**src/rtl/core/dsrc_pkg.sv**
```systemverilog
// ----------------------------------------------------------------------------
// dsrc_pkg
// Shared types and constants of the subordinate id range calculator.
// ----------------------------------------------------------------------------
package dsrc_pkg;

  localparam int DATA_W    = 32;
  localparam int PROD_W    = 2 * DATA_W;
  localparam int SPACE_W   = DATA_W + 1;
  localparam int NUM_CELLS = PROD_W;
  localparam int ADDR_W    = 5;
  localparam int REG_IDX_W = 3;

  localparam logic [DATA_W-1:0] USER_ID_MIN_RST  = 32'd1000;
  localparam logic [DATA_W-1:0] SUB_ID_MIN_RST   = 32'd65536;
  localparam logic [DATA_W-1:0] SUB_ID_MAX_RST   = 32'hFFFF_FFFF;
  localparam logic [DATA_W-1:0] IDS_PER_USER_RST = 32'd65536;

  typedef enum logic [2:0] {
    ST_OK         = 3'd0,
    ST_BELOW_MIN  = 3'd1,
    ST_BAD_CONFIG = 3'd2,
    ST_NO_SPACE   = 3'd3,
    ST_OVERFLOW   = 3'd4,
    ST_PAST_MAX   = 3'd5
  } status_t;

  typedef enum logic [REG_IDX_W-1:0] {
    REG_USER_ID_MIN  = 3'd0,
    REG_SUB_ID_MIN   = 3'd1,
    REG_SUB_ID_MAX   = 3'd2,
    REG_IDS_PER_USER = 3'd3,
    REG_WRAP_ENABLE  = 3'd4
  } reg_idx_t;

  typedef struct packed {
    logic              vld;
    status_t           st;
    logic [PROD_W-1:0] product;
  } prod_t;

  typedef struct packed {
    logic              vld;
    status_t           st;
    logic [DATA_W-1:0] rem;
    logic [PROD_W-1:0] dvd;
  } cell_t;

  typedef struct packed {
    logic              vld;
    status_t           st;
    logic [DATA_W-1:0] first;
  } result_t;

endpackage

```
**src/rtl/core/dsrc_mod_cell.sv**
```systemverilog
// ----------------------------------------------------------------------------
// dsrc_mod_cell
// One restoring step of the product modulo space reduction.
// ----------------------------------------------------------------------------
module dsrc_mod_cell (
  input  logic                         clk,
  input  logic                         rst,
  input  logic [dsrc_pkg::SPACE_W-1:0] space,
  input  dsrc_pkg::cell_t              din,
  output dsrc_pkg::cell_t              dout
);

  logic [dsrc_pkg::SPACE_W-1:0] shifted;
  logic [dsrc_pkg::SPACE_W-1:0] diff;

  always_comb begin
    shifted = {din.rem, din.dvd[dsrc_pkg::PROD_W-1]};
    diff    = shifted - space;
  end

  always_ff @(posedge clk) begin
    if (rst) begin
      dout.vld <= 1'b0;
    end else begin
      dout.vld <= din.vld;
    end
    dout.st  <= din.st;
    dout.dvd <= din.dvd << 1;
    if (shifted >= space) begin
      dout.rem <= diff[dsrc_pkg::DATA_W-1:0];
    end else begin
      dout.rem <= shifted[dsrc_pkg::DATA_W-1:0];
    end
  end

endmodule

```
**config.mk**
```make
export PLATFORM = sky130hd
export DESIGN_NAME = dsrc_mod_cell
export DESIGN_NICKNAME = d
export VERILOG_FILES = /design/src/rtl/core/dsrc_pkg.sv /design/src/rtl/core/dsrc_mod_cell.sv
export SDC_FILE = /design/constraint.sdc
export NUM_CORES = 1
export LEC_CHECK = 0
export ABC_AREA = 1
export BUFFER_PORTS_ARGS = -buffer_cell sky130_fd_sc_hd__clkbuf_2
export CORE_MARGIN = 2
export CORE_UTILIZATION = 51
export CTS_CLUSTER_SIZE = 28
export DETAILED_ROUTE_END_ITERATION = 6
export PLACE_DENSITY = 0.95
export SETUP_SLACK_MARGIN = 0.5
export SLEW_MARGIN = 20
export SYNTH_ARGS = -nofsm -noshare
export SYNTH_HDL_FRONTEND = slang
export SYNTH_SLANG_ARGS = --single-unit
```
**constraint.sdc**
```tcl
create_clock -name clk -period 4.42 [get_ports clk]
set_input_delay 0.442 -clock clk [delete_from_list [all_inputs] [get_ports clk]]
set_output_delay 0.442 -clock clk [all_outputs]
set_load 0.01 [all_outputs]
```
==> results.sh <==
export IMPL_status="completed"
export IMPL_hold_violations=0
export IMPL_core_area_um2=9860
export IMPL_crit_start="space[21]"
export IMPL_drt_pass1_iterations=5
export IMPL_io_buffers=233
export IMPL_setup_worst_path_end_class="flip-flop"
export IMPL_fin_hold_ws_ns=0.158
export IMPL_fmaxAchievable_mhz=394
export IMPL_vias=5416
export IMPL_grt_overflow_total=0
export IMPL_yosysSeqAreaShare_pct=38.0
export IMPL_synthTopCellsByArea="dfxtp_1, nand2_1, inv_1, ha_1, nand3_1"
export IMPL_netlist_area_um2=5220
export IMPL_path_max_fanout=33
export IMPL_drc=0
export IMPL_cts_clk_slew_worst_paths_ns=0.11
export IMPL_grt_max_degree=34
export IMPL_dp_hpwl_um=13200
export IMPL_final_cell_count_no_fill=1130
export IMPL_cts_setup_buffers=0
export IMPL_avgSynthCellArea_um2=6.90
export IMPL_worstMarginPinSlew_ns=0.624
export IMPL_crit_arrival_ns=2.80
export IMPL_drv_slew=0
export IMPL_rsz0062_at_grt="no"
export IMPL_wl_per_cell_um=14.1
export IMPL_row_count=36
export IMPL_fin_crit_ns=2.54
export IMPL_setup_violations=0
export IMPL_nFillCells=900
export IMPL_largest_register="dout"
export IMPL_ioPinCount=235
export IMPL_clock_sinks=99
export IMPL_final_nets=1161
export IMPL_crit_path_start_kind="primary input"
export IMPL_routed_via_density=4.79
export IMPL_largest_register_ffs=99
export IMPL_grt_pass1_wl_um=25400
export IMPL_gp_congestion=0.964
export IMPL_syn2layout_area_growth_pct=27.8
export IMPL_cts_tree="built"
export IMPL_yosys_warnings=0
export IMPL_num_antenna_cells=0
export IMPL_period_share_pct=57.5
export IMPL_grt_pass1_vias=5371
export IMPL_dpl_cell_count=1114
export IMPL_post_cts_resized=0
export IMPL_htree_levels=3
export IMPL_relSlewSlack_pct=58.3
export IMPL_leakagePower_nw=4.08
export IMPL_cap_viol_max_count=0
export IMPL_critical_path_class="primary input to flip-flop"
export IMPL_synth_top_area_cell="dfxtp_1"
export IMPL_top_regs="dout: 99 flops"
export IMPL_ctsHoldBuffers=0
export IMPL_tns_ns=0
export IMPL_crit_path_end="dout[75]"
export IMPL_initialDrtViolationCount=346
export IMPL_die_h_um=105
export IMPL_fp_dieW_um=105
export IMPL_ir_drop_uv=162
export IMPL_cts_max_path_buffers=2
export IMPL_drive_above_1_share_pct=29.3
export IMPL_synth_top_area_share_pct=38.0
export IMPL_start_util_pct=52.9
export IMPL_final_antenna_net_count=0
export IMPL_synth_seq_cells=99
export IMPL_cp_required_ns=4.68
export IMPL_antenna_found_initial=0
export IMPL_hp_class="primary input to flip-flop"
export IMPL_routed_wl_um=16000
export IMPL_root_buffer="clkbuf_8"
export IMPL_power_density_nw_per_um2=333
export IMPL_grt_usage_pct=29.2
export IMPL_synth_cells=757
export IMPL_cts_buffers=9
export IMPL_dieArea_um2=11100
export IMPL_synth_fp_nets=926
export IMPL_synth_cell_types=31
## metal layers
metal	vias to the layer above	wire length (um)	GRT usage, %	share of wire [%]
met4	0	437	9.62	2.7
met1	2388	6520	33.3	41
met5	-	0	0	0
met2	244	7890	52.7	49
li1	2752	-	-	-
met3	32	1110	7.36	7.0
## synthesized netlist by cell type
cell,count
nand2_1,275
inv_1,138
dfxtp_1,99
nand3_1,56
nor2_1,36
ha_1,33
a21oi_1,20
nand3_2,16
xor2_1,14
inv_2,13
nand3b_1,11
and2_1,8
nor3_1,7
buf_2,6
nand2_2,5
nand4_1,3
nor2_2,2
nor2_4,2
a21o_1,1
buf_12,1
buf_4,1
buf_6,1
buf_8,1
conb_1,1
fa_1,1
nand2_4,1
nand2_8,1
nor3_2,1
o21ai_0,1
o21bai_1,1
or2_2,1
## worst min-delay path by stage
stage	startpoint	endpoint	slack, ns	cells after the start
floorplan	din[9]	dout[10]	0.47	0
global placement	din[44]	dout[45]	0.54	1
detailed placement	din[60]	dout[61]	0.55	1
CTS	din[35]	dout[36]	0.15	1
global route	din[31]	dout[32]	0.14	1
finish	din[43]	dout[44]	0.16	1
## report_power, final
group          switching, mW  internal [mW]  total [mW]
logic                  0.390          0.244       0.635
clock network          0.359          0.221       0.580
registers             0.0284          0.979        1.01
total                  0.778           1.44        2.22
## per-stage QoR
stage	util (%)	power [mW]	setup WS, ns	area (um^2)
2_1_floorplan	-	1.42	2.52	5220
3_3_place_gp	65.7	1.64	1.66	6480
3_5_place_dp	65.7	1.66	1.54	6480
4_1_cts	67.6	2.23	1.94	6670
5_1_grt	67.6	2.35	1.72	6670
6_report	67.6	2.22	1.88	6670
## cells by family after synthesis
logic type      Yosys count  share of synthesized area, %
flops                    99                          38.0
xor+xnor                 14                          2.35
simple gates            425                          36.6
compound gates           23                          2.30
other cells               1                        0.0718
buf+inv                 161                          12.5
fa+ha+maj                34                          8.29
## critical path, stage by stage
cell	delay, ns
clkbuf_2	0.08
inv_1	0.04
ha_1	0.35
nand2_1	0.12
inv_2	0.04
nand2_1	0.13
inv_2	0.04
nand2_1	0.08
nor2_1	0.07
nand2_1	0.07
nand2_1	0.08
nor2_4	0.50
buf_4	0.34
nand2_8	0.21
nand2_1	0.14
nand2_1	0.05
## cells in the final DEF, fill, tap and decap left out, drive strengths merged, types with 11 or more instances in the layout
cell      n
a21oi    20
nand3    72
nor2     40
xor2     14
ha       33
inv     154
nand3b   11
clkbuf  242
nand2   282
dfxtp    99
## area by class of cell
type / count / area [um^2] / share of cell area [%]
clock inverters: 7 / 70.1 / 1.05
flip-flops and latches: 99 / 1980 / 29.7
multi-input cells: 497 / 2590 / 38.8
repair buffers: 234 / 1170 / 17.6
well taps: 133 / 166 / 2.49
clock buffers: 9 / 124 / 1.86
inverters: 151 / 567 / 8.50
Power figures use the tool's default switching activity.
