--- src/rtl/core/dsrc_pkg.sv ---
// ----------------------------------------------------------------------------
// dsrc_pkg
// Shared types and constants of the subordinate id range calculator.
// ----------------------------------------------------------------------------
package dsrc_pkg;

  localparam int DATA_W    = 32;
  localparam int PROD_W    = 2 * DATA_W;
  localparam int SPACE_W   = DATA_W + 1;
  localparam int NUM_CELLS = PROD_W;
  localparam int ADDR_W    = 5;
  localparam int REG_IDX_W = 3;

  localparam logic [DATA_W-1:0] USER_ID_MIN_RST  = 32'd1000;
  localparam logic [DATA_W-1:0] SUB_ID_MIN_RST   = 32'd65536;
  localparam logic [DATA_W-1:0] SUB_ID_MAX_RST   = 32'hFFFF_FFFF;
  localparam logic [DATA_W-1:0] IDS_PER_USER_RST = 32'd65536;

  typedef enum logic [2:0] {
    ST_OK         = 3'd0,
    ST_BELOW_MIN  = 3'd1,
    ST_BAD_CONFIG = 3'd2,
    ST_NO_SPACE   = 3'd3,
    ST_OVERFLOW   = 3'd4,
    ST_PAST_MAX   = 3'd5
  } status_t;

  typedef enum logic [REG_IDX_W-1:0] {
    REG_USER_ID_MIN  = 3'd0,
    REG_SUB_ID_MIN   = 3'd1,
    REG_SUB_ID_MAX   = 3'd2,
    REG_IDS_PER_USER = 3'd3,
    REG_WRAP_ENABLE  = 3'd4
  } reg_idx_t;

  typedef struct packed {
    logic              vld;
    status_t           st;
    logic [PROD_W-1:0] product;
  } prod_t;

  typedef struct packed {
    logic              vld;
    status_t           st;
    logic [DATA_W-1:0] rem;
    logic [PROD_W-1:0] dvd;
  } cell_t;

  typedef struct packed {
    logic              vld;
    status_t           st;
    logic [DATA_W-1:0] first;
  } result_t;

endpackage

--- src/rtl/core/dsrc_front.sv ---
// ----------------------------------------------------------------------------
// dsrc_front
// Request checks, offset computation and the offset times range size product.
// ----------------------------------------------------------------------------
module dsrc_front (
  input  logic                          clk,
  input  logic                          rst,
  input  logic                          accept,
  input  logic [dsrc_pkg::DATA_W-1:0]   user_id,
  input  logic [dsrc_pkg::DATA_W-1:0]   user_id_min,
  input  logic [dsrc_pkg::DATA_W-1:0]   sub_id_min,
  input  logic [dsrc_pkg::DATA_W-1:0]   sub_id_max,
  input  logic [dsrc_pkg::DATA_W-1:0]   ids_per_user,
  input  logic [dsrc_pkg::SPACE_W-1:0]  space,
  output dsrc_pkg::prod_t               prod
);

  logic                        vld1;
  dsrc_pkg::status_t           st1;
  dsrc_pkg::status_t           st1_next;
  logic [dsrc_pkg::DATA_W-1:0] offset;

  always_comb begin
    if (user_id < user_id_min) begin
      st1_next = dsrc_pkg::ST_BELOW_MIN;
    end else if ((sub_id_min > sub_id_max) || (ids_per_user == '0)) begin
      st1_next = dsrc_pkg::ST_BAD_CONFIG;
    end else if ({1'b0, ids_per_user} > space) begin
      st1_next = dsrc_pkg::ST_NO_SPACE;
    end else begin
      st1_next = dsrc_pkg::ST_OK;
    end
  end

  always_ff @(posedge clk) begin
    if (rst) begin
      vld1     <= 1'b0;
      prod.vld <= 1'b0;
    end else begin
      vld1     <= accept;
      prod.vld <= vld1;
    end
    st1          <= st1_next;
    offset       <= user_id - user_id_min;
    prod.st      <= st1;
    prod.product <= dsrc_pkg::PROD_W'(offset) * dsrc_pkg::PROD_W'(ids_per_user);
  end

endmodule

--- config.mk ---
export PLATFORM = sky130hd
export DESIGN_NAME = dsrc_front
export DESIGN_NICKNAME = d
export VERILOG_FILES = /design/src/rtl/core/dsrc_pkg.sv /design/src/rtl/core/dsrc_front.sv
export SDC_FILE = /design/constraint.sdc
export NUM_CORES = 2
export LEC_CHECK = 0
export BUFFER_PORTS_ARGS = -buffer_cell sky130_fd_sc_hd__buf_4
export CORE_ASPECT_RATIO = 0.6
export CORE_MARGIN = 4
export CORE_UTILIZATION = 30
export CTS_CLUSTER_SIZE = 24
export DETAILED_ROUTE_END_ITERATION = 16
export PLACE_DENSITY = 0.45
export SYNTH_ARGS = -nofsm -noshare
export SYNTH_HDL_FRONTEND = slang
export SYNTH_SLANG_ARGS = --single-unit
--- constraint.sdc ---
create_clock -name clk -period 18.65 [get_ports clk]
set_input_delay 3.73 -clock clk [delete_from_list [all_inputs] [get_ports clk]]
set_output_delay 3.73 -clock clk [all_outputs]
set_load 0.05 [all_outputs]
==> impl_metrics.env <==
export IMPL_die_area_sq_um=135000
export IMPL_r2r_slack_ns=9.95
export IMPL_ctsHoldBuffers=0
export IMPL_via_per_inst=4.75
export IMPL_slew_headroom_pct=20.4
export IMPL_layout_commonest_cell="inv_1"
export IMPL_grt_max_degree=35
export IMPL_coreArea_sq_um=127000
export IMPL_max_cap_viol_count=0
export IMPL_cp_arrival_ns=11.81
export IMPL_synth_warnings=0
export IMPL_wl_per_cell_um=22.6
export IMPL_crit_path_end_kind="flop"
export IMPL_area_delta_synth_final_pct=9.98
export IMPL_start_kind="input port"
export IMPL_track_usage_pct=20.8
export IMPL_ys_flop_type="dfxtp_1"
export IMPL_required_ns=18.90
export IMPL_cts_max_path_buffers=2
export IMPL_ios=264
export IMPL_final_cell_mix="inv_1, fa_1, and2_1"
export IMPL_grt_overflow=0
export IMPL_fin_tns_setup_ns=0
export IMPL_status="completed"
export IMPL_period_minus_slack_ns=11.56
export IMPL_hpwl_um=107000
export IMPL_r2r_start="offset[28]"
export IMPL_rsz0062_at_grt="false"
export IMPL_max_freq_mhz=86.5
export IMPL_synth_edf_count=0
export IMPL_worstMarginPinSlew_ns=1.19
export IMPL_synthCells=4262
export IMPL_hold_viol_final=0
export IMPL_setup_viol=0
export IMPL_place_gp_congestion=0.848
export IMPL_fin_skew_ns=0.0204
export IMPL_cts_tree="done"
export IMPL_hp_start="st1[1]"
export IMPL_syn_nets=5714
export IMPL_die_height_um=286
export IMPL_drt_first_pass_iters=5
export IMPL_rows=101
export IMPL_reg2reg_to="prod[61]"
export IMPL_wl_um=137000
export IMPL_min_path_type="flop to flop"
export IMPL_final_max_slew_violation_count=0
export IMPL_num_vias=28799
export IMPL_synth_area_sq_um=38700
export IMPL_clock_latency_ns=0.38
export IMPL_path_clk_slew_ns=0.08
export IMPL_drcViolationCount=0
export IMPL_drtIter0Drc=2311
export IMPL_cts_root_buf="clkbuf_16"
export IMPL_avgSynthCellArea_sq_um=9.07
export IMPL_drive_above_1_share_pct=7.96
export IMPL_ys_types=66
export IMPL_async_flop_share_pct=0
export IMPL_die_w_um=472
export IMPL_cts_sinks=102
export IMPL_ant_nets=0
export IMPL_cts_made_buffers=9
export IMPL_ctsResizeCount=0
export IMPL_period_share_pct=62.0
export IMPL_path_max_fanout=34
export IMPL_htree_num_levels=3
export IMPL_post_cts_buffers=0
export IMPL_synth_seq_cells=102
export IMPL_min_to="prod[65]"
export IMPL_nets=5805
export IMPL_antenna_found_initial=7
export IMPL_floorplan_initialDensity_pct=30.4
export IMPL_grt_pass1_wl_um=209000
export IMPL_ff2ff_path_depth=21
export IMPL_yosysSeqAreaShare_pct=5.28
export IMPL_hold_depth=0
export IMPL_io_buffers=262
export IMPL_crit_type="input port to flop"
export IMPL_first_global_vias=30811
## synthesized netlist by cell type (3+ instances only)
cell type / instances / area share [%]
inv_1: 965 / 9.4
fa_1: 897 / 46
and2_1: 607 / 9.8
nand2_1: 488 / 4.7
ha_1: 359 / 12
clkbuf_1: 211 / 2.0
a21oi_1: 113 / 1.5
dfxtp_1: 102 / 5.3
a21o_1: 82 / 1.6
o21ai_0: 60 / 0.78
xnor2_1: 56 / 1.3
nor2_1: 51 / 0.49
nand4_1: 32 / 0.52
xor2_1: 32 / 0.72
nand3_1: 18 / 0.23
nor2b_1: 16 / 0.26
nor3_1: 14 / 0.18
o21bai_1: 13 / 0.25
a31oi_1: 12 / 0.19
nor4_1: 11 / 0.18
o21a_1: 10 / 0.19
nand2b_1: 9 / 0.15
o21ai_1: 8 / 0.10
a211oi_1: 7 / 0.14
and3_1: 7 / 0.11
and4_1: 7 / 0.16
or3_1: 7 / 0.11
o211ai_1: 6 / 0.12
a21boi_0: 5 / 0.097
o31ai_1: 5 / 0.097
a211o_1: 4 / 0.091
o31a_1: 4 / 0.091
a221oi_1: 3 / 0.068
or2_2: 3 / 0.049
## state kept, by name, summed over array words and instances (netlist names)
register	cells
offset	32
st1	2
prod	67
vld1	1
## area by class of cell
class | count | area [sq um]
Antenna cell | 5 | 12.5
Clock buffer | 9 | 225
Clock inverter | 7 | 62.6
Fill cell | 13430 | 84700
Inverter | 965 | 3620
Multi-Input combinational cell | 2980 | 32200
Sequential cell | 102 | 2060
Tap cell | 1699 | 2130
Timing Repair Buffer | 295 | 2210
## per-layer routing
layer	part of all wire, %	global-route usage [%]	vias to the layer above
met5	0	0	-
met4	0.67	1.86	0
met3	10	6.03	42
met2	34	25.3	1037
met1	54	35.5	14913
li1	-	-	12807
## through the flow
| step | cell area, sq um | hold slack, ns | worst slack, ns | utilization (%) | std cells |
|---|---|---|---|---|---|
| 2_1_floorplan | 38700 | 0.310 | 8.20 | - | 4262 |
| 3_3_place_gp | 42200 | 0.311 | 6.88 | 33.2 | 6041 |
| 3_5_place_dp | 42200 | 0.319 | 6.89 | 33.2 | 6041 |
| 4_1_cts | 42500 | 0.332 | 7.28 | 33.4 | 6057 |
| 5_1_grt | 42500 | 0.341 | 6.90 | 33.4 | 6057 |
| 6_report | 42500 | 0.331 | 7.09 | 33.4 | 6062 |
## cell families (layout without fill, tap and decap cells)
| family | Yosys count | count (layout) | synth area share (%) |
|---|---|---|---|
| AND/OR/NAND/NOR | 1276 | 1276 | 17.1 |
| adder cells (fa/ha/maj) | 1256 | 1256 | 58.0 |
| buffers and inverters | 1180 | 1276 | 11.5 |
| AO/OA/AOI/OAI | 359 | 359 | 6.08 |
| flip-flops | 102 | 102 | 5.28 |
| XOR/XNOR | 88 | 88 | 1.99 |
| other | 1 | 6 | 0.00970 |
## how the worst max path moves through the flow
stage,cells after the start,start,slack [ns],to
floorplan,25,ids_per_user[2],8.20,prod[60]
global placement,21,ids_per_user[8],6.88,prod[61]
detailed placement,21,ids_per_user[8],6.89,prod[57]
CTS,21,ids_per_user[8],7.28,prod[57]
global route,24,ids_per_user[8],6.90,prod[62]
finish,21,ids_per_user[8],7.09,prod[61]
## worst max-delay path, cell delays in order
cell and delay (ns):
buf_4 0.45, nand2_1 0.16, fa_1 0.54, fa_1 0.60
fa_1 0.53, fa_1 0.52, inv_1 0.06, fa_1 0.61
fa_1 0.46, fa_1 0.77, fa_1 0.49, ha_1 0.37
a21o_1 0.21, a21o_1 0.17, a21oi_1 0.29, nand3b_1 0.17
o31ai_2 0.71, o41ai_1 0.23, o21ai_1 0.39, o21ai_1 0.15
xor2_1 0.16
Power is left out: the tool's default activity adds up to more than one toggle a clock period on the data nets, which glitch-free logic cannot reach.
