<file path="src/rtl/core/dsrc_pkg.sv">
// ----------------------------------------------------------------------------
// dsrc_pkg
// Shared types and constants of the subordinate id range calculator.
// ----------------------------------------------------------------------------
package dsrc_pkg;

  localparam int DATA_W    = 32;
  localparam int PROD_W    = 2 * DATA_W;
  localparam int SPACE_W   = DATA_W + 1;
  localparam int NUM_CELLS = PROD_W;
  localparam int ADDR_W    = 5;
  localparam int REG_IDX_W = 3;

  localparam logic [DATA_W-1:0] USER_ID_MIN_RST  = 32'd1000;
  localparam logic [DATA_W-1:0] SUB_ID_MIN_RST   = 32'd65536;
  localparam logic [DATA_W-1:0] SUB_ID_MAX_RST   = 32'hFFFF_FFFF;
  localparam logic [DATA_W-1:0] IDS_PER_USER_RST = 32'd65536;

  typedef enum logic [2:0] {
    ST_OK         = 3'd0,
    ST_BELOW_MIN  = 3'd1,
    ST_BAD_CONFIG = 3'd2,
    ST_NO_SPACE   = 3'd3,
    ST_OVERFLOW   = 3'd4,
    ST_PAST_MAX   = 3'd5
  } status_t;

  typedef enum logic [REG_IDX_W-1:0] {
    REG_USER_ID_MIN  = 3'd0,
    REG_SUB_ID_MIN   = 3'd1,
    REG_SUB_ID_MAX   = 3'd2,
    REG_IDS_PER_USER = 3'd3,
    REG_WRAP_ENABLE  = 3'd4
  } reg_idx_t;

  typedef struct packed {
    logic              vld;
    status_t           st;
    logic [PROD_W-1:0] product;
  } prod_t;

  typedef struct packed {
    logic              vld;
    status_t           st;
    logic [DATA_W-1:0] rem;
    logic [PROD_W-1:0] dvd;
  } cell_t;

  typedef struct packed {
    logic              vld;
    status_t           st;
    logic [DATA_W-1:0] first;
  } result_t;

endpackage

</file>
<file path="src/rtl/core/dsrc_safe.sv">
// ----------------------------------------------------------------------------
// dsrc_safe
// Overflow and range end checks for the non-wrapping mode.
// ----------------------------------------------------------------------------
module dsrc_safe #(
  parameter int ID_WIDTH = 32
) (
  input  logic                        clk,
  input  logic                        rst,
  input  dsrc_pkg::prod_t             prod,
  input  logic [dsrc_pkg::DATA_W-1:0] sub_id_min,
  input  logic [dsrc_pkg::DATA_W-1:0] sub_id_max,
  input  logic [dsrc_pkg::DATA_W-1:0] ids_per_user,
  output dsrc_pkg::result_t           res
);

  logic                         vld3;
  dsrc_pkg::status_t            st3;
  logic                         prod_ovf;
  logic [dsrc_pkg::SPACE_W-1:0] first;
  logic [dsrc_pkg::SPACE_W:0]   last;

  always_ff @(posedge clk) begin
    if (rst) begin
      vld3 <= 1'b0;
    end else begin
      vld3 <= prod.vld;
    end
  end

  always_ff @(posedge clk) begin
    st3      <= prod.st;
    prod_ovf <= |(prod.product >> ID_WIDTH);
    first    <= {1'b0, sub_id_min} + {1'b0, prod.product[dsrc_pkg::DATA_W-1:0]};
  end

  always_comb begin
    last      = {1'b0, first} + {2'b00, ids_per_user} - (dsrc_pkg::SPACE_W + 1)'(1);
    res.vld   = vld3;
    res.first = first[dsrc_pkg::DATA_W-1:0];
    if (st3 != dsrc_pkg::ST_OK) begin
      res.st = st3;
    end else if (prod_ovf || (|(first >> ID_WIDTH)) || (|(last >> ID_WIDTH))) begin
      res.st = dsrc_pkg::ST_OVERFLOW;
    end else if (last > {2'b00, sub_id_max}) begin
      res.st = dsrc_pkg::ST_PAST_MAX;
    end else begin
      res.st = dsrc_pkg::ST_OK;
    end
  end

endmodule

</file>
<file path="config.mk">
export PLATFORM = sky130hd
export DESIGN_NAME = dsrc_safe
export DESIGN_NICKNAME = d
export VERILOG_FILES = /design/src/rtl/core/dsrc_pkg.sv /design/src/rtl/core/dsrc_safe.sv
export SDC_FILE = /design/constraint.sdc
export NUM_CORES = 1
export LEC_CHECK = 0
export BUFFER_PORTS_ARGS = -buffer_cell sky130_fd_sc_hd__buf_2
export CORE_ASPECT_RATIO = 1.5
export CORE_MARGIN = 2
export CORE_UTILIZATION = 48
export DETAILED_ROUTE_END_ITERATION = 10
export GPL_TIMING_DRIVEN = 0
export PLACE_DENSITY = 0.8
export SYNTH_ARGS = -nofsm -noshare
export SYNTH_HDL_FRONTEND = slang
export SYNTH_SLANG_ARGS = --single-unit
</file>
<file path="constraint.sdc">
create_clock -name clk -period 3.8 [get_ports clk]
set_input_delay 0 -clock clk [delete_from_list [all_inputs] [get_ports clk]]
set_output_delay 0 -clock clk [all_outputs]
set_load 0.005 [all_outputs]
</file>
==> summary.txt <==
Run status
  • Outcome: finished, violations left
  • Failing checks: setup timing

Synth
  • Number of enable flip-flop cells after synthesis: 0
  • Warnings from Yosys: 0
  • Netlist cell types: 66
  • Yosys reg bits: 38
  • Post-synthesis xor/xnor area fraction: 0.07913
  • Syn Area/Cell: between 7 and 8 um^2
  • Largest family of logic cells by synthesized area: adder cells
  • Mapped cell area: around 0.0061 mm^2
  • Gate count of the mapped netlist: 815
  • Dominant synthesized flop cell: dfxtp_1
  • Mux contribution to synthesized area: 0
  • Adder-cell share of the synthesized area: 0.2703
  • Synth Area in Compound Gates: 0.2345
  • Syn Nets: about 1100
  • Asr flop ratio synth: 0
  • Post-Synth Simple-Gate Area: 0.1325
  • Seq/Total Area, Yosys: 0.1253

Critical path
  • CP startpoint: first[1]
  • Required @ worst endpoint: approximately 3.8 ns
  • Crit Path Max Fanout: 3
  • Worst EP arrival: around 4.4 ns
  • CP Capture Type: output pin
  • Crit path capture: res[32]
  • Critical path class: reg2out
  • CP Launch Type: register

Pwr
  • Clock network power share: 0.123
  • Leak: 4.318 nW
  • Reg power frac: 0.137
  • Internal Power: roughly 2.1 mW
  • Design Power: around 3.8 mW
  • Power per cell area: ~490 mW/mm^2
  • Switching Share: 0.4374
  • Peak supply drop: approximately 0.00022 V
  • NetSw: roughly 1.7 mW
  • Combinational power share: 0.740

STA
  • Period minus WS final: roughly 4.4 ns
  • Final period util: 1.159
  • Setup TNS Final: -1.179 ns
  • Hold_ws: between 0.01 and 0.015 ns
  • Max Clk Rate: around 230 MHz
  • Final setup vio count: 2
  • Slew of the pin with the lowest slew margin: between 0.4 and 0.5 ns
  • Endpoints failing hold: 0
  • Final setup margin: -0.6034 ns
  • Final slew viol count: 0
  • Unrepaired setup endpoints after global routing: true
  • Rel. slew slack: 0.7154

GRT
  • GRT busiest layer: met2
  • Largest net degree at the start of global routing: 12
  • First-pass GRT wire length: between 20000 and 25000 um
  • Vias in the first global route: ~5800
  • Initial antenna violation count: 2
  • GRT Total Usage: 0.2194
  • Grt met3 use: 0.01699
  • Met2 Use GR: 0.3990
  • Routing usage on met1: 0.2536
  • GRT overflow: 0

Placement
  • DP Wirelength: between 10000 and 15000 um
  • Area after DPL: 0.007300 mm^2
  • Port Buf Inserts: approximately 200
  • GPL Wtd Cong: 0.9174
  • Pre-CTS setup slack: -0.5235 ns

Routing
  • Overall routed net length: between 10000 and 15000 um
  • Via count: between 6000 and 7000
  • Vias per cell: between 5 and 6
  • DR pass1 iterations: 5
  • Routed len/inst: around 12 um
  • DRT iter0 DRCs: roughly 130
  • Final ANT Viol Nets: 0
  • DRC: 0

Floorplan
  • DIE AREA: 0.01358 mm^2
  • Core box area: about 0.012 mm^2
  • Starting density of the core: 0.4902
  • Core Rows: 50
  • Die H: 141.8 um
  • IO Count: between 200 and 250
  • Die width: approximately 96 um

Clocking
  • CTS buffer count: 5
  • CTS Sinks: 38
  • CTS max path bufs: 2
  • CTS tree: yes
  • Clock transition at the registers of the reported paths: about 0.06 ns
  • Root buf cell: clkbuf_16
  • H-tree levels: 2

Cells and area
  • Share of cells above drive strength 1: 0.2837
  • Final #Nets: around 1300
  • P&R area growth vs syn: 26.48%
  • Layout Cell Area excl Fill: roughly 0.0077 mm^2

Min path
  • Worst min-delay path category: in2reg

Job
  • Total of max-cap violations: 0
-- flip-flops by register name, summed over array words and instances, names as in the netlist --
| register | count |
|---|---|
| first | 33 |
| st3 | 3 |
| prod_ovf | 1 |
| vld3 | 1 |
-- per-stage QoR --
step,instances,util
after floorplan,815,-
after global placement,1172,0.5893
after detailed placement,1172,0.5893
after CTS,1194,0.6156
after global routing,1198,0.6200
final,1198,0.6200
-- Yosys cell counts (3+ instances only) --
| cell type | count | share of area |
|---|---|---|
| a21o_1 | 34 | 0.042 |
| and4_1 | 4 | 0.0058 |
| o21ai_2 | 3 | 0.0043 |
| a2111oi_0 | 3 | 0.0043 |
| a211oi_1 | 6 | 0.0074 |
| nand2_1 | 43 | 0.027 |
| a21oi_1 | 60 | 0.049 |
| o21bai_1 | 9 | 0.011 |
| o21a_1 | 7 | 0.0087 |
| o211ai_1 | 6 | 0.0074 |
| inv_1 | 181 | 0.11 |
| buf_4 | 33 | 0.041 |
| xnor2_1 | 37 | 0.053 |
| a31oi_1 | 5 | 0.0052 |
| or2_2 | 5 | 0.0052 |
| clkbuf_1 | 4 | 0.0025 |
| nand3_1 | 11 | 0.0091 |
| o21ai_0 | 27 | 0.022 |
| nor2_1 | 43 | 0.027 |
| nor4_1 | 10 | 0.010 |
| a211oi_2 | 3 | 0.0062 |
| nor3_1 | 11 | 0.0091 |
| xor2_1 | 16 | 0.023 |
| nor2b_1 | 8 | 0.0082 |
| nand2b_1 | 6 | 0.0062 |
| dfxtp_1 | 38 | 0.13 |
| ha_1 | 128 | 0.26 |
| nand4_1 | 11 | 0.011 |
| o21ai_1 | 13 | 0.011 |
| a22oi_1 | 3 | 0.0037 |
-- placed cells by master (no fill, tap or decap), types with 11 or more instances in the layout --
master / synthesis / layout
nand2_1: 43 / 43
buf_4: 33 / 42
nand4_1: 11 / 11
ha_1: 128 / 126
a21o_1: 34 / 34
dfxtp_1: 38 / 37
o21ai_0: 27 / 26
xor2_1: 16 / 16
xnor2_1: 37 / 37
o21ai_1: 13 / 11
nand3_1: 11 / 11
a21oi_1: 60 / 55
inv_1: 181 / 179
nor2_1: 43 / 42
buf_2: 0 / 201
-- metal layers --
| layer | up-vias | share of wire |
|---|---|---|
| met5 | - | 0 |
| li1 | 3192 | - |
| met4 | 0 | 0.041 |
| met1 | 2679 | 0.42 |
| met3 | 42 | 0.031 |
| met2 | 144 | 0.51 |
-- worst max-delay path: stages, from the launching register on --
cell and delay [ns]:
dfxtp_2 0.33, inv_2 0.04, ha_4 0.26, inv_2 0.04, ha_4 0.15, fa_2 0.39
a211oi_4 0.24, o21ai_2 0.09, a31o_2 0.26, a21o_1 0.21, a31o_1 0.25, a21oi_2 0.14
xnor2_1 0.19, ha_1 0.30, a21o_1 0.17, a21o_1 0.18, a21oi_2 0.16, o221ai_2 0.13
a21oi_2 0.16, o21ai_2 0.08, a41o_1 0.23, buf_2 0.12
-- power by group through the flow --
stage | combinational (mW) | clock (mW) | sequential [mW]
2_1_floorplan | 2.04 | 0 | 0.516
3_3_place_gp | 2.57 | 0 | 0.529
3_5_place_dp | 2.64 | 0 | 0.529
4_1_cts | 2.76 | 0.475 | 0.521
5_1_grt | 3.19 | 0.488 | 0.532
6_report | 2.81 | 0.466 | 0.520
-- worst min-delay path by stage --
stage	from	end	slack, ns	depth (start not counted)
3_5_place_dp	prod[66]	st3[2]	0.11	1
4_1_cts	prod[46]	prod_ovf	0.007	4
5_1_grt	prod[46]	prod_ovf	0.02	4
3_3_place_gp	prod[65]	st3[1]	0.10	1
2_1_floorplan	prod[64]	st3[0]	0.03	0
6_report	prod[46]	prod_ovf	0.01	4
-- cell type report --
class                   count  area [um^2]
clock inverters             1        30.03
plain buffers              39        281.5
diodes                      2        5.005
clock buffers               7        132.6
repair buffers            217         1144
flip-flops and latches     38        762.0
well taps                 156        195.2
multi-input cells         557         4451
inverters                 181        679.4
fillers                  1165         4707
-- logic make-up (layout without fill, tap and decap cells) --
group           count (synthesis)  after routing
compound gates                210            210
other cells                     0              2
xor+xnor                       54             54
fa+ha+maj                     130            130
buf+inv                       220            445
simple gates                  163            163
flops                          38             38
-- what timing repair did --
action | in CTS | in global routing
resized for setup | 9 | 7
pin swaps | 20 | 16
setup endpoints to repair | 2 | 2
endpoints found under the hold margin | 5 | 0
setup buffers | 7 | 2
hold buffers | 7 | 0
Power figures use the tool's default switching activity.
